File: src/sv/ptzfe_pkg.sv
// ----------------------------------------------------------------------------
// Pan/tilt/zoom frame encoder package
// Shared types, register indexes, opcodes, command codes and the speed scaling.
// ----------------------------------------------------------------------------
package ptzfe_pkg;

	localparam int unsigned FRAME_LEN = 7;
	localparam int unsigned HOLD_DEPTH = FRAME_LEN - 1;
	localparam int unsigned POS_W = $clog2(FRAME_LEN);
	localparam logic [POS_W-1:0] LAST_POS = POS_W'(FRAME_LEN - 1);
	localparam int unsigned QUEUE_DEPTH_DEF = 2;
	localparam int unsigned CFG_ADDR_W = 4;

	localparam logic [7:0] SYNC_BYTE = 8'hFF;
	localparam logic [7:0] ADDRESS_RESET = 8'd1;
	localparam logic [6:0] SPEED_RESET = 7'd50;

	// 2^19 / 100 rounded up; exact for every product 63 * percent below 2^14.
	localparam logic [12:0] SPEED_RECIP = 13'd5243;
	localparam int unsigned SPEED_SHIFT = 19;

	typedef enum logic [1:0] {
		REG_CAMERA_ADDRESS,
		REG_DEFAULT_SPEED,
		REG_AUTO_FOCUS_ON,
		REG_AUTO_IRIS_ON
	} reg_index_t;

	localparam logic [4:0] OP_STOP        = 5'd0;
	localparam logic [4:0] OP_LEFT        = 5'd1;
	localparam logic [4:0] OP_RIGHT       = 5'd2;
	localparam logic [4:0] OP_UP          = 5'd3;
	localparam logic [4:0] OP_DOWN        = 5'd4;
	localparam logic [4:0] OP_LEFT_UP     = 5'd5;
	localparam logic [4:0] OP_LEFT_DOWN   = 5'd6;
	localparam logic [4:0] OP_RIGHT_UP    = 5'd7;
	localparam logic [4:0] OP_RIGHT_DOWN  = 5'd8;
	localparam logic [4:0] OP_ZOOM_TELE   = 5'd9;
	localparam logic [4:0] OP_ZOOM_WIDE   = 5'd10;
	localparam logic [4:0] OP_IRIS_OPEN   = 5'd11;
	localparam logic [4:0] OP_IRIS_CLOSE  = 5'd12;
	localparam logic [4:0] OP_FOCUS_NEAR  = 5'd13;
	localparam logic [4:0] OP_FOCUS_FAR   = 5'd14;
	localparam logic [4:0] OP_SET_PRESET  = 5'd15;
	localparam logic [4:0] OP_GOTO_PRESET = 5'd16;
	localparam logic [4:0] OP_AUTO_FOCUS  = 5'd17;
	localparam logic [4:0] OP_AUTO_IRIS   = 5'd18;

	localparam logic [7:0] CMD2_LEFT        = 8'h04;
	localparam logic [7:0] CMD2_RIGHT       = 8'h02;
	localparam logic [7:0] CMD2_UP          = 8'h08;
	localparam logic [7:0] CMD2_DOWN        = 8'h10;
	localparam logic [7:0] CMD2_LEFT_UP     = 8'h0C;
	localparam logic [7:0] CMD2_LEFT_DOWN   = 8'h14;
	localparam logic [7:0] CMD2_RIGHT_UP    = 8'h0A;
	localparam logic [7:0] CMD2_RIGHT_DOWN  = 8'h12;
	localparam logic [7:0] CMD2_ZOOM_TELE   = 8'h20;
	localparam logic [7:0] CMD2_ZOOM_WIDE   = 8'h40;
	localparam logic [7:0] CMD1_IRIS_OPEN   = 8'h02;
	localparam logic [7:0] CMD1_IRIS_CLOSE  = 8'h04;
	localparam logic [7:0] CMD1_FOCUS_NEAR  = 8'h01;
	localparam logic [7:0] CMD2_FOCUS_FAR   = 8'h80;
	localparam logic [7:0] CMD2_SET_PRESET  = 8'h03;
	localparam logic [7:0] CMD2_GOTO_PRESET = 8'h07;
	localparam logic [7:0] CMD2_AUTO_FOCUS  = 8'h2B;
	localparam logic [7:0] CMD2_AUTO_IRIS   = 8'h2D;
	localparam logic [7:0] AUTO_MODE_ON     = 8'h00;
	localparam logic [7:0] AUTO_MODE_OFF    = 8'h02;

	typedef struct packed {
		logic [7:0] camera_address;
		logic [6:0] default_speed;
		logic       auto_focus_on;
		logic       auto_iris_on;
	} cfg_t;

	typedef struct packed {
		logic [7:0] address;
		logic [7:0] cmd1;
		logic [7:0] cmd2;
		logic [7:0] data1;
		logic [7:0] data2;
		logic [7:0] checksum;
	} frame_rec_t;

	typedef struct packed {
		logic             busy;
		logic [POS_W-1:0] pos;
	} back_status_t;

	// Divides 63 * percent by 100 through the reciprocal; the result is truncated.
	function automatic logic [7:0] speed_of(input logic [13:0] scaled);
		logic [26:0] prod;
		prod = 27'(scaled) * 27'(SPEED_RECIP);
		return prod[SPEED_SHIFT +: 8];
	endfunction

endpackage

File: src/sv/ptzfe_front.sv
// ----------------------------------------------------------------------------
// Frame encoder front end
// Takes commands, scales the speed and builds the frame record with checksum.
// ----------------------------------------------------------------------------
module ptzfe_front import ptzfe_pkg::*; (
	input  logic       clk,
	input  logic       arst_n,
	input  cfg_t       cfg,
	input  logic       push,
	output logic       full,
	input  logic [4:0] opcode,
	input  logic [7:0] command_param,
	output logic       rec_push,
	output frame_rec_t rec,
	input  logic       rec_ready
);

	logic        valid_s1;
	logic [4:0]  opcode_s1;
	logic [7:0]  param_s1;
	logic [13:0] scaled_s1;
	logic        accept;
	logic [7:0]  percent;
	logic [7:0]  spd;
	frame_rec_t  rec_c;

	assign full   = valid_s1 && !rec_ready;
	assign accept = push && !full;
	assign percent = (command_param != 8'd0) ? command_param : {1'b0, cfg.default_speed};

	always_ff @(posedge clk or negedge arst_n) begin
		if (!arst_n) begin
			valid_s1 <= 1'b0;
		end else if (accept) begin
			valid_s1 <= 1'b1;
		end else if (rec_ready) begin
			valid_s1 <= 1'b0;
		end
	end

	// 63 * percent as a shift and a subtract.
	always_ff @(posedge clk) begin
		if (accept) begin
			opcode_s1 <= opcode;
			param_s1  <= command_param;
			scaled_s1 <= {percent, 6'b0} - {6'b0, percent};
		end
	end

	assign spd = speed_of(scaled_s1);

	always_comb begin
		rec_c = '0;
		rec_c.address = cfg.camera_address;
		case (opcode_s1)
			OP_LEFT: begin
				rec_c.cmd2 = CMD2_LEFT; rec_c.data1 = spd;
			end
			OP_RIGHT: begin
				rec_c.cmd2 = CMD2_RIGHT; rec_c.data1 = spd;
			end
			OP_UP: begin
				rec_c.cmd2 = CMD2_UP; rec_c.data2 = spd;
			end
			OP_DOWN: begin
				rec_c.cmd2 = CMD2_DOWN; rec_c.data2 = spd;
			end
			OP_LEFT_UP: begin
				rec_c.cmd2 = CMD2_LEFT_UP; rec_c.data1 = spd; rec_c.data2 = spd;
			end
			OP_LEFT_DOWN: begin
				rec_c.cmd2 = CMD2_LEFT_DOWN; rec_c.data1 = spd; rec_c.data2 = spd;
			end
			OP_RIGHT_UP: begin
				rec_c.cmd2 = CMD2_RIGHT_UP; rec_c.data1 = spd; rec_c.data2 = spd;
			end
			OP_RIGHT_DOWN: begin
				rec_c.cmd2 = CMD2_RIGHT_DOWN; rec_c.data1 = spd; rec_c.data2 = spd;
			end
			OP_ZOOM_TELE:  rec_c.cmd2 = CMD2_ZOOM_TELE;
			OP_ZOOM_WIDE:  rec_c.cmd2 = CMD2_ZOOM_WIDE;
			OP_IRIS_OPEN:  rec_c.cmd1 = CMD1_IRIS_OPEN;
			OP_IRIS_CLOSE: rec_c.cmd1 = CMD1_IRIS_CLOSE;
			OP_FOCUS_NEAR: rec_c.cmd1 = CMD1_FOCUS_NEAR;
			OP_FOCUS_FAR:  rec_c.cmd2 = CMD2_FOCUS_FAR;
			OP_SET_PRESET: begin
				rec_c.cmd2 = CMD2_SET_PRESET; rec_c.data2 = param_s1;
			end
			OP_GOTO_PRESET: begin
				rec_c.cmd2 = CMD2_GOTO_PRESET; rec_c.data2 = param_s1;
			end
			OP_AUTO_FOCUS: begin
				rec_c.cmd2  = CMD2_AUTO_FOCUS;
				rec_c.data2 = cfg.auto_focus_on ? AUTO_MODE_ON : AUTO_MODE_OFF;
			end
			OP_AUTO_IRIS: begin
				rec_c.cmd2  = CMD2_AUTO_IRIS;
				rec_c.data2 = cfg.auto_iris_on ? AUTO_MODE_ON : AUTO_MODE_OFF;
			end
			default: ;
		endcase
		rec_c.checksum = rec_c.address + rec_c.cmd1 + rec_c.cmd2 + rec_c.data1 + rec_c.data2;
	end

	assign rec_push = valid_s1 && rec_ready;
	assign rec      = rec_c;

endmodule

File: src/sv/ptzfe_queue.sv
// ----------------------------------------------------------------------------
// Frame record queue
// Small first-in first-out store between the front end and the serialiser.
// ----------------------------------------------------------------------------
module ptzfe_queue import ptzfe_pkg::*; #(
	parameter int unsigned DEPTH = QUEUE_DEPTH_DEF
) (
	input  logic                       clk,
	input  logic                       arst_n,
	input  logic                       push,
	input  frame_rec_t                 rec_in,
	output logic                       ready,
	input  logic                       pop,
	output frame_rec_t                 rec_out,
	output logic                       valid,
	output logic [$clog2(DEPTH+1)-1:0] count
);

	localparam int unsigned PTR_W = $clog2(DEPTH);
	localparam int unsigned CNT_W = $clog2(DEPTH + 1);
	localparam logic [PTR_W-1:0] PTR_LAST = PTR_W'(DEPTH - 1);
	localparam logic [CNT_W-1:0] CNT_FULL = CNT_W'(DEPTH);

	frame_rec_t       slot_q [DEPTH];
	logic [PTR_W-1:0] wr_ptr_q;
	logic [PTR_W-1:0] rd_ptr_q;
	logic [CNT_W-1:0] count_q;
	logic             do_push;
	logic             do_pop;

	assign ready   = count_q != CNT_FULL;
	assign valid   = count_q != '0;
	assign do_push = push && ready;
	assign do_pop  = pop && valid;
	assign rec_out = slot_q[rd_ptr_q];
	assign count   = count_q;

	always_ff @(posedge clk or negedge arst_n) begin
		if (!arst_n) begin
			wr_ptr_q <= '0;
			rd_ptr_q <= '0;
			count_q  <= '0;
		end else begin
			if (do_push) begin
				wr_ptr_q <= (wr_ptr_q == PTR_LAST) ? '0 : wr_ptr_q + 1'b1;
			end
			if (do_pop) begin
				rd_ptr_q <= (rd_ptr_q == PTR_LAST) ? '0 : rd_ptr_q + 1'b1;
			end
			if (do_push && !do_pop) begin
				count_q <= count_q + 1'b1;
			end else if (do_pop && !do_push) begin
				count_q <= count_q - 1'b1;
			end
		end
	end

	always_ff @(posedge clk) begin
		if (do_push) begin
			slot_q[wr_ptr_q] <= rec_in;
		end
	end

endmodule

File: src/sv/ptzfe_back.sv
// ----------------------------------------------------------------------------
// Frame serialiser
// Holds one frame and sends it a byte per beat through an output register.
// ----------------------------------------------------------------------------
module ptzfe_back import ptzfe_pkg::*; (
	input  logic         clk,
	input  logic         arst_n,
	input  logic         rec_valid,
	input  frame_rec_t   rec,
	output logic         rec_pop,
	output logic         empty,
	input  logic         pop,
	output logic [7:0]   frame_byte,
	output logic         last_byte,
	output back_status_t status
);

	logic [7:0]       frame_hold_q [HOLD_DEPTH];
	logic [7:0]       checksum_q;
	logic             cur_valid_q;
	logic [POS_W-1:0] pos_q;
	logic             out_valid_q;
	logic [7:0]       byte_q;
	logic             last_q;
	logic             advance;
	logic             frame_end;
	logic             load;

	assign advance   = !out_valid_q || pop;
	assign frame_end = cur_valid_q && (pos_q == LAST_POS);
	// The next frame is taken in as the checksum of this one moves out.
	assign load      = rec_valid && (!cur_valid_q || (advance && frame_end));
	assign rec_pop   = load;

	always_ff @(posedge clk or negedge arst_n) begin
		if (!arst_n) begin
			cur_valid_q <= 1'b0;
			pos_q       <= '0;
			out_valid_q <= 1'b0;
		end else begin
			if (load) begin
				cur_valid_q <= 1'b1;
			end else if (advance && frame_end) begin
				cur_valid_q <= 1'b0;
			end
			if (advance) begin
				out_valid_q <= cur_valid_q;
				if (cur_valid_q) begin
					pos_q <= frame_end ? '0 : pos_q + 1'b1;
				end
			end
		end
	end

	always_ff @(posedge clk) begin
		if (advance && cur_valid_q) begin
			byte_q <= frame_end ? checksum_q : frame_hold_q[pos_q];
			last_q <= frame_end;
		end
		if (load) begin
			frame_hold_q[0] <= SYNC_BYTE;
			frame_hold_q[1] <= rec.address;
			frame_hold_q[2] <= rec.cmd1;
			frame_hold_q[3] <= rec.cmd2;
			frame_hold_q[4] <= rec.data1;
			frame_hold_q[5] <= rec.data2;
			checksum_q      <= rec.checksum;
		end
	end

	assign empty       = !out_valid_q;
	assign frame_byte  = byte_q;
	assign last_byte   = last_q;
	assign status.busy = cur_valid_q;
	assign status.pos  = pos_q;

endmodule

File: src/sv/pan_tilt_zoom_frame_encoder.sv
// ----------------------------------------------------------------------------
// Pan/tilt/zoom command frame encoder
// Turns camera commands into seven-byte Pelco-D frames, sent a byte per beat.
// ----------------------------------------------------------------------------
// Each command pushed in (opcode and an 8-bit parameter) comes out as seven
// result beats: 0xFF, the camera address, command byte 1, command byte 2,
// data 1, data 2 and the checksum, the last of these flagged by last_byte.
// The checksum is the modulo-256 sum of the five bytes after the sync byte.
// Motion speed is 63 * percent / 100, truncated and not clamped, where the
// percent is the parameter, or the default_speed register when the parameter
// is zero. Preset commands copy the parameter into data 2; auto focus and
// auto iris send 0x00 or 0x02 according to their register flags; stop and
// unknown opcodes send all-zero command and data bytes. The front end
// registers each command taken and builds its frame record in the next
// cycle; records wait in a short queue, and the serialiser sends one byte per
// cycle from its output register while the receiver pops, taking in the next
// frame as the checksum of the last moves out. When the block is idle, a
// command passes the front-end input stage, the queue, the frame hold and the
// output register before its first byte appears. The front end keeps accepting
// while earlier frames are still being sent, until the queue and its input stage
// are full. There is no clearing pass after reset. Registers (APB, byte
// addresses): 0x0 camera address, 0x4 default speed, 0x8 auto focus flag, 0xC
// auto iris flag; they should only be written while no frame is in flight.
module pan_tilt_zoom_frame_encoder import ptzfe_pkg::*; #(
	parameter int unsigned QUEUE_DEPTH = QUEUE_DEPTH_DEF
) (
	input  logic                  clk,
	input  logic                  arst_n,
	input  logic                  psel,
	input  logic                  penable,
	input  logic                  pwrite,
	input  logic [CFG_ADDR_W-1:0] paddr,
	input  logic [31:0]           pwdata,
	output logic [31:0]           prdata,
	output logic                  pready,
	input  logic                  push,
	output logic                  full,
	input  logic [4:0]            opcode,
	input  logic [7:0]            command_param,
	output logic                  empty,
	input  logic                  pop,
	output logic [7:0]            frame_byte,
	output logic                  last_byte
);

	localparam int unsigned CNT_W = $clog2(QUEUE_DEPTH + 1);

	cfg_t         cfg_q;
	reg_index_t   reg_index;
	logic         cfg_write;
	logic         rec_push;
	logic         rec_ready;
	frame_rec_t   rec_in;
	frame_rec_t   rec_out;
	logic         rec_valid;
	logic         rec_pop;
	logic [CNT_W-1:0] q_count;
	back_status_t back_status;

	// Configuration port: no wait states, registers decoded on the word address.
	assign pready    = 1'b1;
	assign reg_index = reg_index_t'(paddr[CFG_ADDR_W-1:2]);
	assign cfg_write = psel && penable && pwrite && pready;

	always_ff @(posedge clk or negedge arst_n) begin
		if (!arst_n) begin
			cfg_q.camera_address <= ADDRESS_RESET;
			cfg_q.default_speed  <= SPEED_RESET;
			cfg_q.auto_focus_on  <= 1'b1;
			cfg_q.auto_iris_on   <= 1'b1;
		end else if (cfg_write) begin
			case (reg_index)
				REG_CAMERA_ADDRESS: cfg_q.camera_address <= pwdata[7:0];
				REG_DEFAULT_SPEED:  cfg_q.default_speed  <= pwdata[6:0];
				REG_AUTO_FOCUS_ON:  cfg_q.auto_focus_on  <= pwdata[0];
				REG_AUTO_IRIS_ON:   cfg_q.auto_iris_on   <= pwdata[0];
				default: ;
			endcase
		end
	end

	always_comb begin
		case (reg_index)
			REG_CAMERA_ADDRESS: prdata = {24'b0, cfg_q.camera_address};
			REG_DEFAULT_SPEED:  prdata = {25'b0, cfg_q.default_speed};
			REG_AUTO_FOCUS_ON:  prdata = {31'b0, cfg_q.auto_focus_on};
			REG_AUTO_IRIS_ON:   prdata = {31'b0, cfg_q.auto_iris_on};
			default:            prdata = '0;
		endcase
	end

	// Front end: accepts a command, scales the speed and assembles the record.
	ptzfe_front u_front (
		.clk           (clk),
		.arst_n        (arst_n),
		.cfg           (cfg_q),
		.push          (push),
		.full          (full),
		.opcode        (opcode),
		.command_param (command_param),
		.rec_push      (rec_push),
		.rec           (rec_in),
		.rec_ready     (rec_ready)
	);

	// Queue of finished records, so that either side may stall on its own.
	ptzfe_queue #(
		.DEPTH (QUEUE_DEPTH)
	) u_queue (
		.clk     (clk),
		.arst_n  (arst_n),
		.push    (rec_push),
		.rec_in  (rec_in),
		.ready   (rec_ready),
		.pop     (rec_pop),
		.rec_out (rec_out),
		.valid   (rec_valid),
		.count   (q_count)
	);

	// Serialiser: one byte per beat, last_byte on the checksum.
	ptzfe_back u_back (
		.clk        (clk),
		.arst_n     (arst_n),
		.rec_valid  (rec_valid),
		.rec        (rec_out),
		.rec_pop    (rec_pop),
		.empty      (empty),
		.pop        (pop),
		.frame_byte (frame_byte),
		.last_byte  (last_byte),
		.status     (back_status)
	);

	// After a frame's checksum is taken, the next byte shown must open a frame.
	a_sync_after_last: assert property (@(posedge clk) disable iff (!arst_n)
		(pop && !empty && last_byte) |=> (empty || frame_byte == SYNC_BYTE))
		else $error("frame does not open with the sync byte");

	// The front end only holds off a command when the queue has no room.
	a_full_means_queue_full: assert property (@(posedge clk) disable iff (!arst_n)
		full |-> (q_count == CNT_W'(QUEUE_DEPTH)))
		else $error("front end stalled while the queue had room");

	// The serialiser never runs past the checksum position.
	a_pos_in_frame: assert property (@(posedge clk) disable iff (!arst_n)
		back_status.pos <= LAST_POS)
		else $error("byte position beyond the frame");

	// A frame is taken from the queue only when the queue has one.
	a_pop_has_record: assert property (@(posedge clk) disable iff (!arst_n)
		rec_pop |-> (q_count != '0))
		else $error("serialiser took a record from an empty queue");

endmodule

File: config.mk
export PLATFORM = sky130hd
export DESIGN_NAME = pan_tilt_zoom_frame_encoder
export DESIGN_NICKNAME = d
export VERILOG_FILES = /design/src/sv/ptzfe_pkg.sv /design/src/sv/ptzfe_front.sv /design/src/sv/ptzfe_queue.sv /design/src/sv/ptzfe_back.sv /design/src/sv/pan_tilt_zoom_frame_encoder.sv
export SDC_FILE = /design/constraint.sdc
export NUM_CORES = 1
export LEC_CHECK = 0
export ABC_AREA = 1
export BUFFER_PORTS_ARGS = -buffer_cell sky130_fd_sc_hd__buf_2
export CORE_UTILIZATION = 40
export DETAILED_ROUTE_END_ITERATION = 6
export GPL_TIMING_DRIVEN = 0
export PLACE_DENSITY = 0.56
export SYNTH_ARGS = -nofsm -noshare
export SYNTH_HDL_FRONTEND = slang
export SYNTH_SLANG_ARGS = --single-unit
File: constraint.sdc
create_clock -name clk -period 21.8 [get_ports clk]
set_clock_uncertainty 0.15 [all_clocks]
set_input_delay 1.09 -clock clk [delete_from_list [all_inputs] [get_ports clk]]
set_output_delay 1.09 -clock clk [all_outputs]
set_load 0.1 [all_outputs]
Word level (Yosys, flattened, before mapping)
Memories as Yosys holds them, arrays and structs flattened.
Index checks and enable logic that the tools add are counted.
- add/sub/neg operators: 10
- $mul: 1
- equal/unequal tests: 23
- multiplexer cells: 22
- reduce and logical (&&, ||, !) cells: 35
- operator list (kind ; number):
    one-hot mux 32 bit (4 select lines) ; 1
    one-hot mux 8 bit (15 select lines) ; 1
    equality test 5 x 4 -> 1 bit, second input constant ; 8
    one-hot mux 8 bit (4 select lines) ; 1
    multiplier 14 x 13 -> 27 bit, second input constant ; 1
    adder 8 bit ; 3
    2-to-1 mux 8 bit ; 3
    equality test 5 x 3 -> 1 bit, second input constant ; 4
    equality test 5 bit, second input constant ; 3
    subtractor 14 x 8 -> 14 bit ; 1
    logical AND 1 bit ; 13
    OR reduction 6 bit ; 2
    equality test 5 x 2 -> 1 bit, second input constant ; 2
    2-to-1 mux 1 bit ; 10
    AND reduction 2 bit ; 5
    one-hot mux 3 bit (3 select lines) ; 1
    adder 8 x 3 -> 8 bit ; 1
    2-to-1 mux 2 bit ; 4
    nonzero test 2 bit ; 4
    nonzero test 8 bit ; 1
    logical NOT 1 bit ; 6
    equality test 5 x 1 -> 1 bit, second input constant ; 1
    equality test 2 bit, second input constant ; 2
    adder 3 x 1 -> 3 bit, second input constant ; 1
    other kinds (10) ; 12
- bits in registers: 71
- memory bits (writable): 134
- input bits: 56
- output and inout port bits: 44
- word-level logic and storage cells: 110
- memories kept: 2
- memory list (name ; depth ; bits a word ; rd ports ; clocked after memory_dff ; wr ports ; line ; source):
    u_queue.slot_q ; 2 ; 43 ; 1 ; 0 ; 1 ; ptzfe_queue.sv:24 ; frame_rec_t slot_q [DEPTH];
    u_back.frame_hold_q ; 6 ; 8 ; 1 ; 0 ; 6 ; ptzfe_back.sv:18 ; logic [7:0] frame_hold_q [HOLD_DEPTH];

Depth between registers and ports, before layout
Gate-level depths: netlist of the first run.
- depth after elaboration: 9
- gate-level depth with buffers: 38
- mapped depth without buffers: 38

Modules after synthesis
Synthesis of the first run repeated with hierarchy kept, for this count alone.
- cell total of the unflattened synthesis: 1412
- area total of the unflattened synthesis: 13690.6 sq um
- modules (own cells, without submodules) (module ; times used ; cells an instance ; area an instance (sq um) ; sequential area each (sq um)):
    ptzfe_front ; 1 ; 803 ; 6486.2 ; 835.8
    ptzfe_queue ; 1 ; 280 ; 3717.3 ; 2982.9
    ptzfe_back ; 1 ; 191 ; 2448.6 ; 1836.8
    pan_tilt_zoom_frame_encoder ; 1 ; 138 ; 1038.5 ; 432.9

Worst setup path after synthesis of the first run
Ideal clock, no wire load.
- path type: reg-to-reg
- from: register u_front.scaled_s1[11]
- to: memory u_queue.slot_q[0][7] in the netlist's numbering (data pin)
- library setup time: 0.252 ns
- data arrival time: 7.161 ns
- data required time: 21.398 ns
- slack: 14.238 ns
- cell stages (with the launch flop): 35
- buffers on the path: 0
- clock period less this slack: 7.562 ns
- cells stage by stage: edfxtp_1 > fa_1 > ha_1 > inv_1 > fa_1 > inv_1 > fa_1 > inv_1 > fa_1 > inv_1 > ha_1 > nand2_1 > nor2_1 > nand2_1 > o21ai_0 > xor2_1 > nand2_1 > nand3_1 > inv_1 > fa_1 > fa_1 > inv_1 > fa_1 > ha_1 > fa_1 > nand3_1 > nand2_1 > a21oi_1 > o21bai_1 > xnor2_1 > nand3_1 > nand2_1 > nand2_1 > nand2_1 > inv_1
- RTL lines (what ; line ; source):
    start: declaration ; ptzfe_front.sv:21 ; logic [13:0] scaled_s1;
    start signal: assignment ; ptzfe_front.sv:46 ; scaled_s1 <= {percent, 6'b0} - {6'b0, percent};
    end: declaration ; ptzfe_queue.sv:24 ;

==> qor.yml, run 1 <==
logic_synthesis:
  ys_types: 52
  avgSynthCellArea_um2: 10.1
  synth-edff-count: 165
  netlist_area_mm2: 0.0127
  syn_inst: 1252
  yosys.area.top_type_share_pct: 39.1
  synth_warnings: 0
  async_flop_share_pct: 14.1
  synth_top_area_cell: "edfxtp_1"
  yosysSeqAreaShare_pct: 44.5
  ys_top_cells_by_area: "edfxtp_1 (39%), fa_1 (12%), ha_1 (11%)"
  ys_seq_elements: 192
  synthFlopType: "edfxtp_1"
finish:
  drive_gt1_share_pct: 11.1
  nNetsFinal: 1594
  multiInputGateArea_mm2: 0.00600
  layout_common_cells: "nand2_1 (294), inv_1 (225), edfxtp_1 (165)"
  final_common_cell: "nand2_1"
  areaGrowthSynthToFinish_pct: 11.5
  num_antenna_cells: 0
  regArea_mm2: 0.00564
  fill_cells: 2939
clock_network:
  h-tree-depth: 4
  clkTransAtPathRegs_ns: 0.07
  cts_tree: "yes"
  clk_path_buf_depth: 2
  postCtsResizedCells: 0
  clock-sinks: 192
  root_buffer: "clkbuf_16"
  cts_buffers: 17
  holdBufCountCts: 0
  post_cts_buffers: 0
  clk_latency_ns: 0.43
floorplan:
  rows: 64
  io_pins: 100
  die_w_um: 180
  dieHeight_um: 180
  initial_core_util_pct: 41.0
  die_area_mm2: 0.0324
  core_area_mm2: 0.0309
grt:
  grt_antenna_before_repair: 0
  grt-ovfl-total: 0
  grt_usage_pct: 18.0
  grt_pass1_wl_um: 44900
  grt_pass1_vias: 8492
  grt_max_degree: 31
flow_run:
  max_cap_violations: 0
placed_design:
  port_buffers: 48
  place_hpwl_um: 22700
  gp_congestion: 0.845
drt:
  wl_per_cell_um: 15.9
  postRouteAntennaNets: 0
  vias: 8314
  drcViolationCount: 0
  wl_um: 28000
  viasPerCell: 4.74
  drt_iter0_markers: 407
  dr.pass1.iters: 6
sta:
  finalHoldViolCount: 0
  post-route-period-util_pct: 39.5
  fin_tns_setup_ns: 0
  worstMarginPinSlew_ns: 1.07
  finalSetupViolCount: 0
  slew_headroom_pct: 28.6
  grt_setup_unrepaired: "no"
  slew_viol_final: 0
  fin_crit_ns: 8.62
  clock.fmax_mhz: 116
critical_path:
  cp.arrival_ns: 8.66
  cpMostUsedCell: "fa_1"
  crit_slowest_cell: "edfxtp_1"
  crit_path_max_fanout: 7
  endpoint_kind: "flop"
  crit_type: "flop to flop"
  crit_required_ns: 21.84
  crit_buf_inv: 7
  max_stage_delay_ns: 0.59
  startpoint_type: "flop"
  crit_family: "adder cells"
worst_hold_path:
  hp-class: "flop to flop"
outcome:
  status: "completed"
tightest hold or removal path, stage by stage, from the launching register on:
cell and delay [ns]:
dfrtp_1 0.34, nand2_1 0.05, o21ai_0 0.07
area by class of cell:
type / count / share of cell area [%]
flip-flops and latches: 192 / 39.9
well taps: 396 / 3.51
inverters: 237 / 6.30
multi-input cells: 804 / 42.4
clock buffers: 18 / 3.04
clock inverters: 14 / 0.886
repair buffers: 51 / 2.13
plain buffers: 42 / 1.81
cells in the mapped netlist, drive strengths merged (7+ instances only):
cell,number
nand2,298
inv,236
edfxtp,165
ha,114
fa,79
nor2,61
o21ai,52
nand3,47
a21oi,37
buf,27
dfrtp,21
xor2,18
clkbuf,15
nor3,15
nand4,11
xnor2,7
through the flow:
stage / setup WS [ns] / hold WS, ns / instance area, µm² / utilization [%] / cells
after detailed placement: 13.21 / 0.331 / 13600 / 43.9 / 1722
after global routing: 12.69 / 0.389 / 14100 / 45.7 / 1754
final: 13.18 / 0.348 / 14100 / 45.7 / 1754
after CTS: 13.18 / 0.350 / 14100 / 45.7 / 1754
after floorplan: 14.24 / 0.303 / 12800 / - / 1275
after global placement: 13.26 / 0.325 / 13500 / 43.7 / 1719
worst paths after layout:
kind	start	to	slack, ns	cells past startpoint
max	u_front.scaled_s1[11]	u_queue.slot_q[0][7]	13.18	34
min in group asynchronous	arst_n	u_front.valid_s1	0.55	1
min reg2reg	cfg_q[8]	cfg_q[8]	0.35	2
max in group asynchronous	arst_n	cfg_q[2]	20.51	1
max reg2reg	u_front.scaled_s1[11]	u_queue.slot_q[0][7]	13.18	34
min	cfg_q[8]	cfg_q[8]	0.35	2
logic make-up after synthesis:
logic type | after synthesis | share of synthesized area [%]
other | 2 | 0.0593
AOI/OAI and AO/OA | 125 | 6.19
DFF | 192 | 44.5
and+or+nand+nor | 436 | 14.8
adders and majority gates | 193 | 23.7
xor gates and xnor gates | 25 | 1.73
buffers and inverters | 279 | 9.04
metal layers:
| metal | GRT usage (%) | routed length [µm] | vias up |
|---|---|---|---|
| met5 | 0 | 0 | - |
| met4 | 5.52 | 642 | 0 |
| met3 | 2.65 | 811 | 34 |
| met2 | 31.3 | 13800 | 143 |
| met1 | 23.2 | 12700 | 3938 |
| li1 | - | - | 4199 |
flip-flops by register name (all words and copies together), names as in the netlist:
signal	flops
u_back.out_valid_q	1
u_back.frame_hold_q	35
u_back.cur_valid_q	1
u_front.scaled_s1	14
u_queue.wr_ptr_q	1
u_front.valid_s1	1
u_back.checksum_q	8
u_back.pos_q	3
u_front.opcode_s1	5
u_back.frame_byte	8
cfg_q	17
u_queue.count	2
u_queue.rd_ptr_q	1
u_queue.slot_q	86
u_front.param_s1	8
u_back.last_byte	1
Power of run 1 is left out: the tool's default activity adds up to more than one toggle a clock period on the data nets, which glitch-free logic cannot reach.
==> run 2, diff against run 1 <==
--- a/config.mk
+++ b/config.mk
@@ -5,7 +5,7 @@
 export SDC_FILE = /design/constraint.sdc
 export NUM_CORES = 1
 export LEC_CHECK = 0
-export ABC_AREA = 1
+export ABC_AREA = 0
 export BUFFER_PORTS_ARGS = -buffer_cell sky130_fd_sc_hd__buf_2
 export CORE_UTILIZATION = 40
 export DETAILED_ROUTE_END_ITERATION = 6
==> constraint.sdc (replaced) <==
create_clock -name clk -period 8.6 [get_ports clk]
set_clock_uncertainty 0.15 [all_clocks]
set_input_delay 0.43 -clock clk [delete_from_list [all_inputs] [get_ports clk]]
set_output_delay 0.43 -clock clk [all_outputs]
set_load 0.1 [all_outputs]
==> run 2 against run 1 <==
Via count decreased by 14%. Critical path depth decreased by 4. Maximum frequency increased by 3.8%. Global-route usage decreased by 1.3 points. Sequential cell count unchanged. Register-to-register slack got worse by 13 ns. Wire length decreased by 12%. Synthesized area decreased by 4.5%. Setup slack got worse by 13 ns. Non-clock buffer count increased by 34. Die area decreased by 4.5%. Core utilization increased by 1.0 points. Critical path type unchanged. Highest routed layer unchanged.
==> qor.yml, run 2 <==
sta:
  slew_viol_final: 0
  post-route-period-util_pct: 96.5
  whs_ns: 0.0424
  finalSetupViolCount: 0
  slew_headroom_pct: 9.81
  fin_crit_ns: 8.30
  setup_ws_ns: 0.299
  clock.fmax_mhz: 120
  worstMarginPinSlew_ns: 1.35
  finalHoldViolCount: 0
clock_network:
  clk_latency_ns: 0.43
  root_buffer: "clkbuf_16"
  clock-sinks: 192
  h-tree-depth: 4
  cts_tree: "yes"
  clkTransAtPathRegs_ns: 0.08
  cts_buffers: 17
  clk_path_buf_depth: 2
drt:
  drcViolationCount: 0
  wl_per_cell_um: 16.6
  viasPerCell: 4.83
  wl_um: 24700
  drt_iter0_markers: 384
  postRouteAntennaNets: 0
  vias: 7171
  dr.pass1.iters: 4
placed_design:
  place_ws_ns: 0.0564
  place_hpwl_um: 19200
  gp_congestion: 0.833
  port_buffers: 48
  dpl-instance-area_mm2: 0.0130
finish:
  largest_reg_flops: 86
  fill_cells: 2718
  num_antenna_cells: 0
  final_common_cell: "edfxtp_1"
  final_core_util_pct: 46.7
  nNetsFinal: 1331
  areaGrowthSynthToFinish_pct: 14.8
  top_register: "u_queue.slot_q"
  layout_common_cells: "edfxtp_1 (165), inv_1 (153), ha_1 (113)"
  reg_top3: "u_queue.slot_q (86), u_back.frame_hold_q (35), cfg_q (17)"
  drive_gt1_share_pct: 21.6
  design_area_mm2: 0.0139
logic_synthesis:
  ys_seq_elements: 192
  avgSynthCellArea_um2: 12.7
  yosysMostFrequentCell: "edfxtp_1"
  ys_top_cells_by_area: "edfxtp_1 (41%), fa_1 (13%), ha_1 (12%)"
  yosys.area.top_type_share_pct: 41.0
  async_flop_share_pct: 14.1
  synth-edff-count: 165
  synth_warnings: 0
  yosysSeqAreaShare_pct: 46.6
  syn_inst: 956
  synth_top_area_cell: "edfxtp_1"
  ys_types: 63
  synthFlopType: "edfxtp_1"
  synth.top_cells.by_count: "edfxtp_1 (165), inv_1 (154), ha_1 (114)"
  netlist_area_mm2: 0.0121
critical_path:
  crit_required_ns: 8.62
  cpMostUsedCell: "fa_1"
  endpoint_kind: "flop"
  crit_slowest_cell: "fa_1"
  crit_path_max_fanout: 5
  max_stage_delay_ns: 0.55
  crit_type: "flop to flop"
  startpoint_type: "flop"
  cp.arrival_ns: 8.32
floorplan:
  die_w_um: 176
  rows: 63
  core_area_mm2: 0.0297
  die_area_mm2: 0.0309
  dieHeight_um: 176
  io_pins: 100
  initial_core_util_pct: 40.7
grt:
  grt_pass1_wl_um: 39000
  grt_pass1_vias: 7199
  grt_antenna_before_repair: 0
  grt_max_degree: 34
  grt_usage_pct: 16.8
  grt-ovfl-total: 0
flow_run:
  max_cap_violations: 0
outcome:
  status: "completed"
worst_hold_path:
  hp-class: "input pin to flop"
==> run 2: cell types whose count changed after synthesis, moves of 8 or more <==
cell	previous run	this run
mux2_2	0	63
nand2b_1	0	9
inv_2	11	0
xor2_1	18	10
inv_1	225	154
nor2_1	56	40
o21ai_0	50	27
nand2_1	294	47
xnor2_1	7	25
mux2i_1	0	16
nand3_1	45	11
==> run 2: final timing paths <==
check	cells after the start	end	slack [ns]	start
max	30	u_queue.slot_q[1][7]	0.30	u_front.scaled_s1[10]
min	1	u_front.opcode_s1[0]	0.04	opcode[0]
max reg2reg	30	u_queue.slot_q[1][7]	0.30	u_front.scaled_s1[10]
min reg2reg	0	u_queue.slot_q[1][41]	0.39	cfg_q[15]
max in group asynchronous	2	cfg_q[5]	7.38	arst_n
min in group asynchronous	2	u_back.out_valid_q	0.43	arst_n
==> run 2: per-stage QoR <==
stage          instances  TNS, ns
2_1_floorplan        979        0
3_3_place_gp        1417        0
3_5_place_dp        1420        0
4_1_cts             1453        0
5_1_grt             1485  -0.0202
6_report            1485        0
==> run 2: area by class of cell <==
type | count | area (µm²) | share of cell area, %
buffer | 43 | 259 | 1.87
sequential | 192 | 5640 | 40.6
timing repair buffer | 84 | 551 | 3.97
inverter | 154 | 578 | 4.16
tap | 390 | 488 | 3.52
multi-input combinational | 590 | 5750 | 41.4
clock buffer | 17 | 425 | 3.06
clock inverter | 15 | 190 | 1.37
==> run 2: what timing repair did <==
| item | CTS | global route |
|---|---|---|
| resized for setup | 0 | 9 |
| setup buffers | 0 | 32 |
| endpoints found under the setup margin | 0 | 4 |
| hold endpoints to repair | 21 | 0 |
| hold buffers | 1 | 0 |
==> run 2: logic make-up after synthesis <==
logic type      count (synthesis)  share of synthesized area, %
flops                         192                          46.6
other cells                     2                        0.0621
fa+ha+maj                     193                          24.9
mux                            80                          7.38
compound gates                109                          5.84
simple gates                  148                          5.78
buf+inv                       197                          6.92
xor+xnor                       35                          2.53
==> run 2: critical path, delay by kind of cell (launching register included) <==
kind                       cells  cell delay, ns
adders and majority gates     11            4.53
and+or+nand+nor                4            0.60
DFF                            1            0.50
AOI/OAI and AO/OA              8            1.51
xor gates and xnor gates       2            0.30
buffers and inverters          5            0.46
==> run 2: per-layer routing <==
layer  up-vias  wire [µm]  GRT usage [%]
met1      3526      12300           24.2
met5         -          0              0
met3        23        783           2.68
met4         0        407           4.57
met2       130      11200           26.1
li1       3492          -              -
Power of run 2 is left out for the same reason.
==> run 3, diff against run 2 <==
--- a/config.mk
+++ b/config.mk
@@ -10,7 +10,7 @@
 export CORE_UTILIZATION = 40
 export DETAILED_ROUTE_END_ITERATION = 6
 export GPL_TIMING_DRIVEN = 0
-export PLACE_DENSITY = 0.56
+export PLACE_DENSITY = 0.58
 export SYNTH_ARGS = -nofsm -noshare
 export SYNTH_HDL_FRONTEND = slang
 export SYNTH_SLANG_ARGS = --single-unit
==> run 3 against run 2 <==
Register-to-register slack worse by 0.02 ns. Highest routed layer unchanged. Clock-buffer cell count did not move. Cell area is 0.23% lower. First-iteration DRC count increased by 8.9%. Critical endpoint is now u_queue.slot_q[0][7]. Largest cell class unchanged. Critical path depth increased by 1. Via count is 0.24% lower. Global-route usage down 0.36 points. Maximum frequency fell by 0.27%. Setup slack worse by 0.023 ns. Non-clock buffer count is 4 lower.
==> qor.yml, run 3 (synthesis results as in run 2) <==
placed_design:
  gp_congestion: 0.855
  port_buffers: 48
  place_hpwl_um: 19000
floorplan:
  initial_core_util_pct: 40.7
  dieHeight_um: 176
  core_area_mm2: 0.0297
  die_w_um: 176
  die_area_mm2: 0.0309
  io_pins: 100
  rows: 63
drt:
  dr.pass1.iters: 5
  wl_um: 24200
  wl_per_cell_um: 16.4
  viasPerCell: 4.83
  postRouteAntennaNets: 0
  drcViolationCount: 0
  vias: 7154
  drt_iter0_markers: 418
sta:
  finalSetupViolCount: 0
  slew_viol_final: 0
  fin_crit_ns: 8.32
  worstMarginPinSlew_ns: 1.31
  post-route-period-util_pct: 96.8
  finalHoldViolCount: 0
  slew_headroom_pct: 12.7
  fin_tns_setup_ns: 0
  clock.fmax_mhz: 120
grt:
  grt_usage_pct: 16.4
  grt_antenna_before_repair: 0
  grt_max_degree: 31
  grt_pass1_vias: 7194
  grt-ovfl-total: 0
  grt_pass1_wl_um: 38400
flow_run:
  max_cap_violations: 0
clock_network:
  clk_latency_ns: 0.43
  h-tree-depth: 4
  clk_path_buf_depth: 2
  cts_tree: "yes"
  cts_buffers: 17
  clock-sinks: 192
  clkTransAtPathRegs_ns: 0.08
  root_buffer: "clkbuf_16"
worst_hold_path:
  hold_path_startpoint: "opcode[0]"
  hp-class: "input pin to flop"
critical_path:
  crit_type: "flop to flop"
  cp.arrival_ns: 8.34
  cpMostUsedCell: "fa_1"
  startpoint_type: "flop"
  crit_path_max_fanout: 5
  endpoint_kind: "flop"
  startpoint: "u_front.scaled_s1[8]"
  crit_required_ns: 8.62
  crit_slowest_cell: "fa_1"
  max_stage_delay_ns: 0.55
  regToRegStartpoint: "u_front.scaled_s1[8]"
finish:
  largest_reg_flops: 86
  top_register: "u_queue.slot_q"
  num_antenna_cells: 0
  final_common_cell: "edfxtp_1"
  drive_gt1_share_pct: 21.4
  reg_top3: "u_queue.slot_q (86), u_back.frame_hold_q (35), cfg_q (17)"
  nNetsFinal: 1327
  layout_common_cells: "edfxtp_1 (165), inv_1 (153), ha_1 (114)"
  areaGrowthSynthToFinish_pct: 14.5
outcome:
  status: "completed"
-- run 3: cell count changes in the layout (fill, tap and decap cells not counted), moves of 2 or more --
cell       before  now
buf_4          57   53
bufinv_16       2    0
clkinv_2        3    0
clkinv_8        3    5
inv_12          0    3
inv_6           5    2
-- run 3: path summary, 6_finish.rpt --
| check | endpoint | slack [ns] | cells after the start |
|---|---|---|---|
| min reg2reg | u_back.frame_hold_q[5][2] | 0.39 | 1 |
| min | u_front.opcode_s1[0] | 0.02 | 1 |
| max | u_queue.slot_q[0][7] | 0.28 | 31 |
| max in group asynchronous | cfg_q[15] | 7.39 | 2 |
| max reg2reg | u_queue.slot_q[0][7] | 0.28 | 31 |
| min in group asynchronous | u_back.pos_q[2] | 0.42 | 2 |
-- run 3: critical path: cells and delay by family (launching register included) --
| kind | cells | cell delay (ns) |
|---|---|---|
| xor+xnor | 2 | 0.31 |
| buf+inv | 6 | 0.60 |
| simple gates | 4 | 0.65 |
| flops | 1 | 0.52 |
| fa+ha+maj | 11 | 4.46 |
| compound gates | 8 | 1.38 |
-- run 3: through the flow --
stage / utilization, % / cells / setup slack, ns / area [µm²] / hold slack [ns]
floorplan: - / 979 / 0.847 / 12200 / -0.0156
global placement: 43.4 / 1417 / 0.0499 / 12900 / 0.326
detailed placement: 43.7 / 1420 / -0.0530 / 13000 / 0.372
CTS: 45.8 / 1453 / 0.0207 / 13600 / 0.00744
global route: 46.6 / 1481 / -0.0300 / 13900 / 0.00909
finish: 46.6 / 1481 / 0.276 / 13900 / 0.0218
-- run 3: layer usage --
layer  GRT usage [%]  share of wire [%]  wire [µm]  up-vias
met1            23.5                 50      12000     3508
met3            2.03                2.6        631       19
li1                -                  -          -     3495
met2            26.1                 46      11200      132
met5               0                  0          0        -
met4            4.75                1.3        313        0
-- run 3: area by class of cell --
cell class	instances	area (µm²)
Clock inverter	15	198
Tap cell	390	488
Fill cell	2711	15900
Clock buffer	17	425
Inverter	154	578
Buffer	43	259
Multi-Input combinational cell	590	5740
Timing Repair Buffer	80	520
Sequential cell	192	5640
-- run 3: what timing repair did --
| action | 4_1_cts | 5_1_grt |
|---|---|---|
| resized for setup | 1 | 8 |
| pin swaps | 0 | 2 |
| hold buffers | 1 | 0 |
| setup endpoints to repair | 2 | 4 |
| buffers inserted | 0 | 28 |
| hold endpoints to repair | 21 | 0 |
Power of run 3 is left out for the same reason.
